--- src/hw/rtl/blp_pkg.sv ---
// Shared types and constants of the line rasterizer.
package blp_pkg;

    localparam int DEF_COORD_BITS = 6;

    // Controller states, one-hot.
    typedef enum logic [1:0] {
        S_IDLE = 2'b01,
        S_RUN  = 2'b10
    } t_state;

    // Commands from the controller to the datapath.
    typedef struct packed {
        logic load;   // capture a new request and set up the walk
        logic step;   // push the current cell out and advance
    } t_dp_cmd;

    // Status from the datapath to the controller.
    typedef struct packed {
        logic last;      // current cell is the end cell
        logic out_free;  // output register can take a cell this cycle
    } t_dp_stat;

endpackage

--- src/hw/rtl/blp_ctrl.sv ---
// Controller state machine of the line rasterizer.
module blp_ctrl
    import blp_pkg::*;
(
    input  logic     i_clk,
    input  logic     i_rst_n,
    input  logic     i_in_valid,
    output logic     o_in_stall,
    input  t_dp_stat i_stat,
    output t_dp_cmd  o_cmd
);

    t_state r_state;
    t_state n_state;

    always_comb begin
        o_cmd.load = (r_state == S_IDLE) && i_in_valid;
        o_cmd.step = (r_state == S_RUN) && i_stat.out_free;
        o_in_stall = (r_state != S_IDLE);
    end

    always_comb begin
        n_state = r_state;
        unique case (r_state)
            S_IDLE: begin
                if (i_in_valid) begin
                    n_state = S_RUN;
                end
            end
            S_RUN: begin
                // drop back to idle once the end cell is pushed
                if (i_stat.out_free && i_stat.last) begin
                    n_state = S_IDLE;
                end
            end
            default: n_state = S_IDLE;
        endcase
    end

    always_ff @(posedge i_clk) begin
        if (!i_rst_n) begin
            r_state <= S_IDLE;
        end else begin
            r_state <= n_state;
        end
    end

endmodule

--- src/hw/rtl/blp_datapath.sv ---
// Datapath of the line rasterizer: walk registers and output register.
module blp_datapath
    import blp_pkg::*;
#(
    parameter int COORD_BITS = DEF_COORD_BITS
) (
    input  logic                  i_clk,
    input  logic                  i_rst_n,
    input  t_dp_cmd               i_cmd,
    output t_dp_stat              o_stat,
    input  logic [COORD_BITS-1:0] i_start_x,
    input  logic [COORD_BITS-1:0] i_start_y,
    input  logic [COORD_BITS-1:0] i_end_x,
    input  logic [COORD_BITS-1:0] i_end_y,
    output logic                  o_out_valid,
    input  logic                  i_out_stall,
    output logic [COORD_BITS-1:0] o_cell_x,
    output logic [COORD_BITS-1:0] o_cell_y,
    output logic                  o_last_point
);

    localparam int W  = COORD_BITS;
    localparam int DW = COORD_BITS + 3;

    // walk state
    logic [W-1:0]         r_x, r_y, r_cnt, r_major, r_minor;
    logic signed [DW-1:0] r_d;
    logic                 r_x_major, r_sx_neg, r_sy_neg;

    // output register
    logic                 r_out_valid;
    logic [W-1:0]         r_cell_x, r_cell_y;
    logic                 r_last_point;

    // setup terms
    logic [W:0]           dx, dy;
    logic [W-1:0]         adx, ady, ld_major, ld_minor;
    logic                 ld_x_major;
    logic signed [DW-1:0] ld_d;

    // step terms
    logic                 d_ge;
    logic                 step_x, step_y;
    logic signed [DW-1:0] two_minor, two_major, n_d;
    logic [W-1:0]         n_x, n_y;

    always_comb begin
        dx = {1'b0, i_end_x} - {1'b0, i_start_x};
        dy = {1'b0, i_end_y} - {1'b0, i_start_y};
        adx = dx[W] ? W'(-dx) : dx[W-1:0];
        ady = dy[W] ? W'(-dy) : dy[W-1:0];
        ld_x_major = (adx > ady);
        ld_major = ld_x_major ? adx : ady;
        ld_minor = ld_x_major ? ady : adx;
        ld_d = $signed({2'b00, ld_minor, 1'b0}) - $signed({3'b000, ld_major});
    end

    always_comb begin
        two_minor = $signed({2'b00, r_minor, 1'b0});
        two_major = $signed({2'b00, r_major, 1'b0});
        d_ge = !r_d[DW-1];
        n_d = d_ge ? (r_d + two_minor - two_major) : (r_d + two_minor);
        step_x = r_x_major || d_ge;
        step_y = !r_x_major || d_ge;
        n_x = step_x ? (r_sx_neg ? r_x - W'(1) : r_x + W'(1)) : r_x;
        n_y = step_y ? (r_sy_neg ? r_y - W'(1) : r_y + W'(1)) : r_y;
    end

    always_ff @(posedge i_clk) begin
        if (i_cmd.load) begin
            r_x       <= i_start_x;
            r_y       <= i_start_y;
            r_cnt     <= ld_major;
            r_major   <= ld_major;
            r_minor   <= ld_minor;
            r_d       <= ld_d;
            r_x_major <= ld_x_major;
            // zero span counts as negative; that axis never moves
            r_sx_neg  <= dx[W] || (dx == '0);
            r_sy_neg  <= dy[W] || (dy == '0);
        end else if (i_cmd.step) begin
            r_x   <= n_x;
            r_y   <= n_y;
            r_d   <= n_d;
            r_cnt <= r_cnt - W'(1);
        end
    end

    always_ff @(posedge i_clk) begin
        if (!i_rst_n) begin
            r_out_valid <= 1'b0;
        end else if (i_cmd.step) begin
            r_out_valid <= 1'b1;
        end else if (!i_out_stall) begin
            r_out_valid <= 1'b0;
        end
    end

    always_ff @(posedge i_clk) begin
        if (i_cmd.step) begin
            r_cell_x     <= r_x;
            r_cell_y     <= r_y;
            r_last_point <= (r_cnt == '0);
        end
    end

    assign o_stat.last     = (r_cnt == '0);
    assign o_stat.out_free = !r_out_valid || !i_out_stall;

    assign o_out_valid  = r_out_valid;
    assign o_cell_x     = r_cell_x;
    assign o_cell_y     = r_cell_y;
    assign o_last_point = r_last_point;

endmodule

--- src/hw/rtl/bresenham_line_points.sv ---
// Top level of the Bresenham line rasterizer.
//
//   channel | direction | handshake                | payload
//   --------+-----------+--------------------------+---------------------------------
//   in      | input     | i_in_valid / o_in_stall  | i_start_x i_start_y i_end_x i_end_y
//   out     | output    | o_out_valid / i_out_stall| o_cell_x o_cell_y o_last_point
//
// A request is captured and the walk set up in the idle state; then the walk gives
// one cell per cycle while the output does not stall, set by the single
// step of the walk registers feeding the output register.
// Reset (i_rst_n, synchronous) clears the controller and the output valid.
// An output stall holds the walk; the next request is taken while the end
// cell still waits in the output register.
module bresenham_line_points
    import blp_pkg::*;
#(
    parameter int COORD_BITS = DEF_COORD_BITS
) (
    input  logic                  i_clk,
    input  logic                  i_rst_n,
    input  logic                  i_in_valid,
    output logic                  o_in_stall,
    input  logic [COORD_BITS-1:0] i_start_x,
    input  logic [COORD_BITS-1:0] i_start_y,
    input  logic [COORD_BITS-1:0] i_end_x,
    input  logic [COORD_BITS-1:0] i_end_y,
    output logic                  o_out_valid,
    input  logic                  i_out_stall,
    output logic [COORD_BITS-1:0] o_cell_x,
    output logic [COORD_BITS-1:0] o_cell_y,
    output logic                  o_last_point
);

    // commands down, status up
    t_dp_cmd  cmd;
    t_dp_stat stat;

    // sequence the request: idle, then walk until the end cell is pushed
    blp_ctrl u_ctrl (
        .i_clk      (i_clk),
        .i_rst_n    (i_rst_n),
        .i_in_valid (i_in_valid),
        .o_in_stall (o_in_stall),
        .i_stat     (stat),
        .o_cmd      (cmd)
    );

    // hold the walk state and the output register
    blp_datapath #(
        .COORD_BITS (COORD_BITS)
    ) u_datapath (
        .i_clk        (i_clk),
        .i_rst_n      (i_rst_n),
        .i_cmd        (cmd),
        .o_stat       (stat),
        .i_start_x    (i_start_x),
        .i_start_y    (i_start_y),
        .i_end_x      (i_end_x),
        .i_end_y      (i_end_y),
        .o_out_valid  (o_out_valid),
        .i_out_stall  (i_out_stall),
        .o_cell_x     (o_cell_x),
        .o_cell_y     (o_cell_y),
        .o_last_point (o_last_point)
    );

endmodule

--- config.mk ---
export PLATFORM = sky130hd
export DESIGN_NAME = bresenham_line_points
export DESIGN_NICKNAME = d
export VERILOG_FILES = /design/src/hw/rtl/blp_pkg.sv /design/src/hw/rtl/blp_ctrl.sv /design/src/hw/rtl/blp_datapath.sv /design/src/hw/rtl/bresenham_line_points.sv
export SDC_FILE = /design/constraint.sdc
export NUM_CORES = 1
export LEC_CHECK = 0
export BUFFER_PORTS_ARGS = -buffer_cell sky130_fd_sc_hd__buf_2
export CAP_MARGIN = 20
export CORE_ASPECT_RATIO = 2
export CORE_UTILIZATION = 35
export CTS_BUF_LIST = sky130_fd_sc_hd__clkbuf_8
export DETAILED_ROUTE_END_ITERATION = 7
export SLEW_MARGIN = 20
export SYNTH_ARGS = -nofsm -noshare
export SYNTH_HDL_FRONTEND = slang
export SYNTH_HIERARCHICAL = 1
export SYNTH_SLANG_ARGS = --single-unit
--- constraint.sdc ---
create_clock -name i_clk -period 4.9 [get_ports i_clk]
set_input_delay 0.49 -clock i_clk [delete_from_list [all_inputs] [get_ports i_clk]]
set_output_delay 0.49 -clock i_clk [all_outputs]
set_load 0.01 [all_outputs]
==> results.ini <==
[sta]
timing.final.crit_share_pct = 96.3
worstMarginPinSlew_ps = 599
fin_crit_ps = 4720
setup_viol = 0
finalHoldViolations = 0
whs_ps = 359
finalMaxSlewViolations = 0
fmax_ghz = 0.212
setup_ws_ps = 182
skew_ps = 6.17
max-slew-margin-rel_pct = 60.0

[worst_setup_path]
cp_slowest_cell = fa_2
critPathRequiredTime_ps = 4990
critical-path-top-delay-family = adder cells
slowest_delay_ps = 370
worst_setup_path_end_kind = flop
critPathArrivalTime_ps = 4810
path_cells = buf_2 > ha_4 > fa_2 > xor2_1 > buf_4 > a31oi_1 > xor2_2 > ha_4 > nand2_2 > o22ai_2 > a21oi_2 > buf_4 > nor2_1 > mux2i_1 > a21o_4 > buf_6 > buf_4 > mux2_2 > ha_1 > nand2_1 > or3_1 > nor3b_2
critical_path_class = input port to flop
crit_cells = 22
crit_fanout = 5
crit_buf_inv = 5
crit_path_frequent_cell = buf_4
rr_worst_depth = 12
cp-start-kind = input port

[run_status]
violations = DRC
status = complete, but fails checks

[route]
num_vias = 3570
ant_nets = 0
drc = 1
drt-pass1-iter-count = 6
drtIter0Drc = 84
wl_per_cell_um = 15.4
wirelength_um = 10900
via_per_inst = 5.03

[clocking]
root_buffer = clkbuf_8
cts_sinks = 57
cts_buffer_depth = 2
path_clk_slew_ps = 60
clk_latency_ps = 340
h-tree-depth = 3
cts_tree = built
cts_hold_buf = 0
cts_buffers = 9

[logic_synthesis]
synth.avg_cell_area_sq_um = 10.1
ys_types = 56
netlist_area_sq_um = 4330
synthArstFlopShare_pct = 0
synth_edf_count = 54
synth_cells = 430
synth_area_leaders = edfxtp_1 (37%), ha_1 (13%), inv_1 (4.4%)
yosys_warnings = 6
synth_top_area_share_pct = 37.5
ys_ff_latch = 57
synth-main-ff-cell = edfxtp_1
synth_area_leader_cell = edfxtp_1
syn_nets = 511
ys_seq_area_share_pct = 38.9

[layout]
final_util_pct = 48.8
diodes = 0
layout_commonest_cell = buf_4
layout.nets = 640
area_delta_synth_final_pct = 36.8
drive_gt1_share_pct = 38.0
layout_common_cells = buf_4 (81), edfxtp_1 (54), inv_1 (48), buf_2 (40)

[worst_hold_path]
whs_path_depth = 2
hold_path_class = input port to flop

[placement]
port_buffers = 42
dp_hpwl_um = 8710
gp_congestion = 0.828
pre_cts_slack_ps = -481

[global_routing]
use_met3_pct = 2.58
grt_pass1_wl_um = 17600
grt_max_degree = 56
grt.met1_usage_pct = 16.7
grt_pass1_vias = 3941
top_usage_layer = met2
grt-ovfl-total = 0
antenna_found_initial = 0
grtUsageMet2_pct = 34.4
grt_usage_pct = 18.0

[flow_run]
cap_violations = 0

[floorplan]
die-height_um = 159
core_sq_um = 12100
initial_utilization_pct = 35.7
fp.dieW_um = 80.6
row_count = 57
boundaryPins = 43
fp.dieArea_sq_um = 12800

[power_and_ir_drop]
p_per_area_nw_per_um2 = 621
leakage_nw = 2.63
ir_worst_vdd_uv = 291

## registers in the layout, indices dropped and copies added (netlist names)
name / cells
u_ctrl/r_state: 2
u_datapath/o_cell_x: 6
u_datapath/r_major: 6
u_datapath/r_sy_neg: 1
u_datapath/r_minor: 6
u_datapath/o_cell_y: 6
u_datapath/o_out_valid: 1
u_datapath/r_x_major: 1
u_datapath/r_cnt: 6
u_datapath/r_y: 6
u_datapath/r_x: 6
u_datapath/r_d: 8
u_datapath/r_sx_neg: 1
u_datapath/o_last_point: 1
## cell type report
class / instances / area, sq um
fill: 1135 / 6200
multi-input combinational: 314 / 2850
sequential: 57 / 1680
timing repair buffer: 125 / 857
inverter: 52 / 198
tap: 147 / 184
clock buffer: 9 / 124
clock inverter: 6 / 27.5
## logic make-up (layout without fill, tap and decap cells)
logic type               Yosys count  count (layout)  share of synthesized area [%]
AO/OA/AOI/OAI                     94              94                           14.9
buffers and inverters             59             192                           5.20
XOR/XNOR                          40              40                           8.27
adder cells (fa/ha/maj)           53              53                           16.5
multiplexers                      17              17                           4.05
flip-flops                        57              57                           38.9
AND/OR/NAND/NOR                  110             110                           12.2
## cells in the mapped netlist (all sizes together), types with 3 or more instances
cell,count
nand2,39
o211ai,5
a21o,8
a21oi,28
nor3,3
and2,4
edfxtp,54
nor2,27
o21bai,4
dfxtp,3
nand3,7
o31ai,3
xnor2,20
inv,52
o21ai,24
fa,7
mux2,4
xor2,20
a211oi,4
a2111oi,3
clkbuf,6
mux2i,13
ha,46
nor2b,10
nand2b,8
and3,4
## stage by stage
step,power (mW),instances,TNS [ps],instance area (sq um)
floorplan,2.29,430,-172,4460
global placement,2.96,684,-2130,5360
detailed placement,3.03,684,-2710,5360
CTS,3.43,700,0,5550
global route,3.97,710,-60.3,5920
finish,3.68,710,0,5920
## path summary, 6_finish.rpt
kind	endpoint	slack, ps	startpoint
worst max register to register	u_datapath/r_d[8]$_DFFE_PP_	1610	u_datapath/r_minor[0]$_DFFE_PP_
worst min-delay path	u_ctrl/r_state[0]$_SDFFE_PN1P_	360	i_rst_n
worst min register to register	u_datapath/o_cell_x[3]$_DFFE_PP_	470	u_datapath/r_x[3]$_DFFE_PP_
worst max-delay path	u_datapath/r_d[5]$_DFFE_PP_	180	i_start_y[0]
## worst register-to-register path, cell delays in order (launching register included)
cell      delay [ps]
edfxtp_1         370
ha_1             230
fa_1             560
ha_1             250
nor2b_1          130
o21ai_0          210
a21boi_0         160
o21ai_0          230
nand2b_1         110
and2_1           190
o31ai_1          260
xor2_1           200
o211ai_1         120
## per-layer routing
metal / part of all wire, % / wire length, um
met1: 34 / 3730
met2: 58 / 6290
met3: 2.2 / 243
met4: 5.9 / 648
met5: 0 / 0
## where the power goes
part | switching, mW | total, mW | leakage, nW | internal [mW]
logic | 1.25 | 2.53 | 2.01 | 1.28
clock network | 0.180 | 0.352 | 0.0872 | 0.173
registers | 0.0719 | 0.797 | 0.534 | 0.725
total | 1.50 | 3.68 | 2.63 | 2.18
## what timing repair did
| item | 4_1_cts | 5_1_grt |
|---|---|---|
| setup endpoints to repair | 6 | 6 |
| gates resized for setup | 5 | 53 |
| pin swaps | 1 | 27 |
| buffers inserted | 1 | 10 |
No activity file was read; power rests on OpenSTA's default activity.
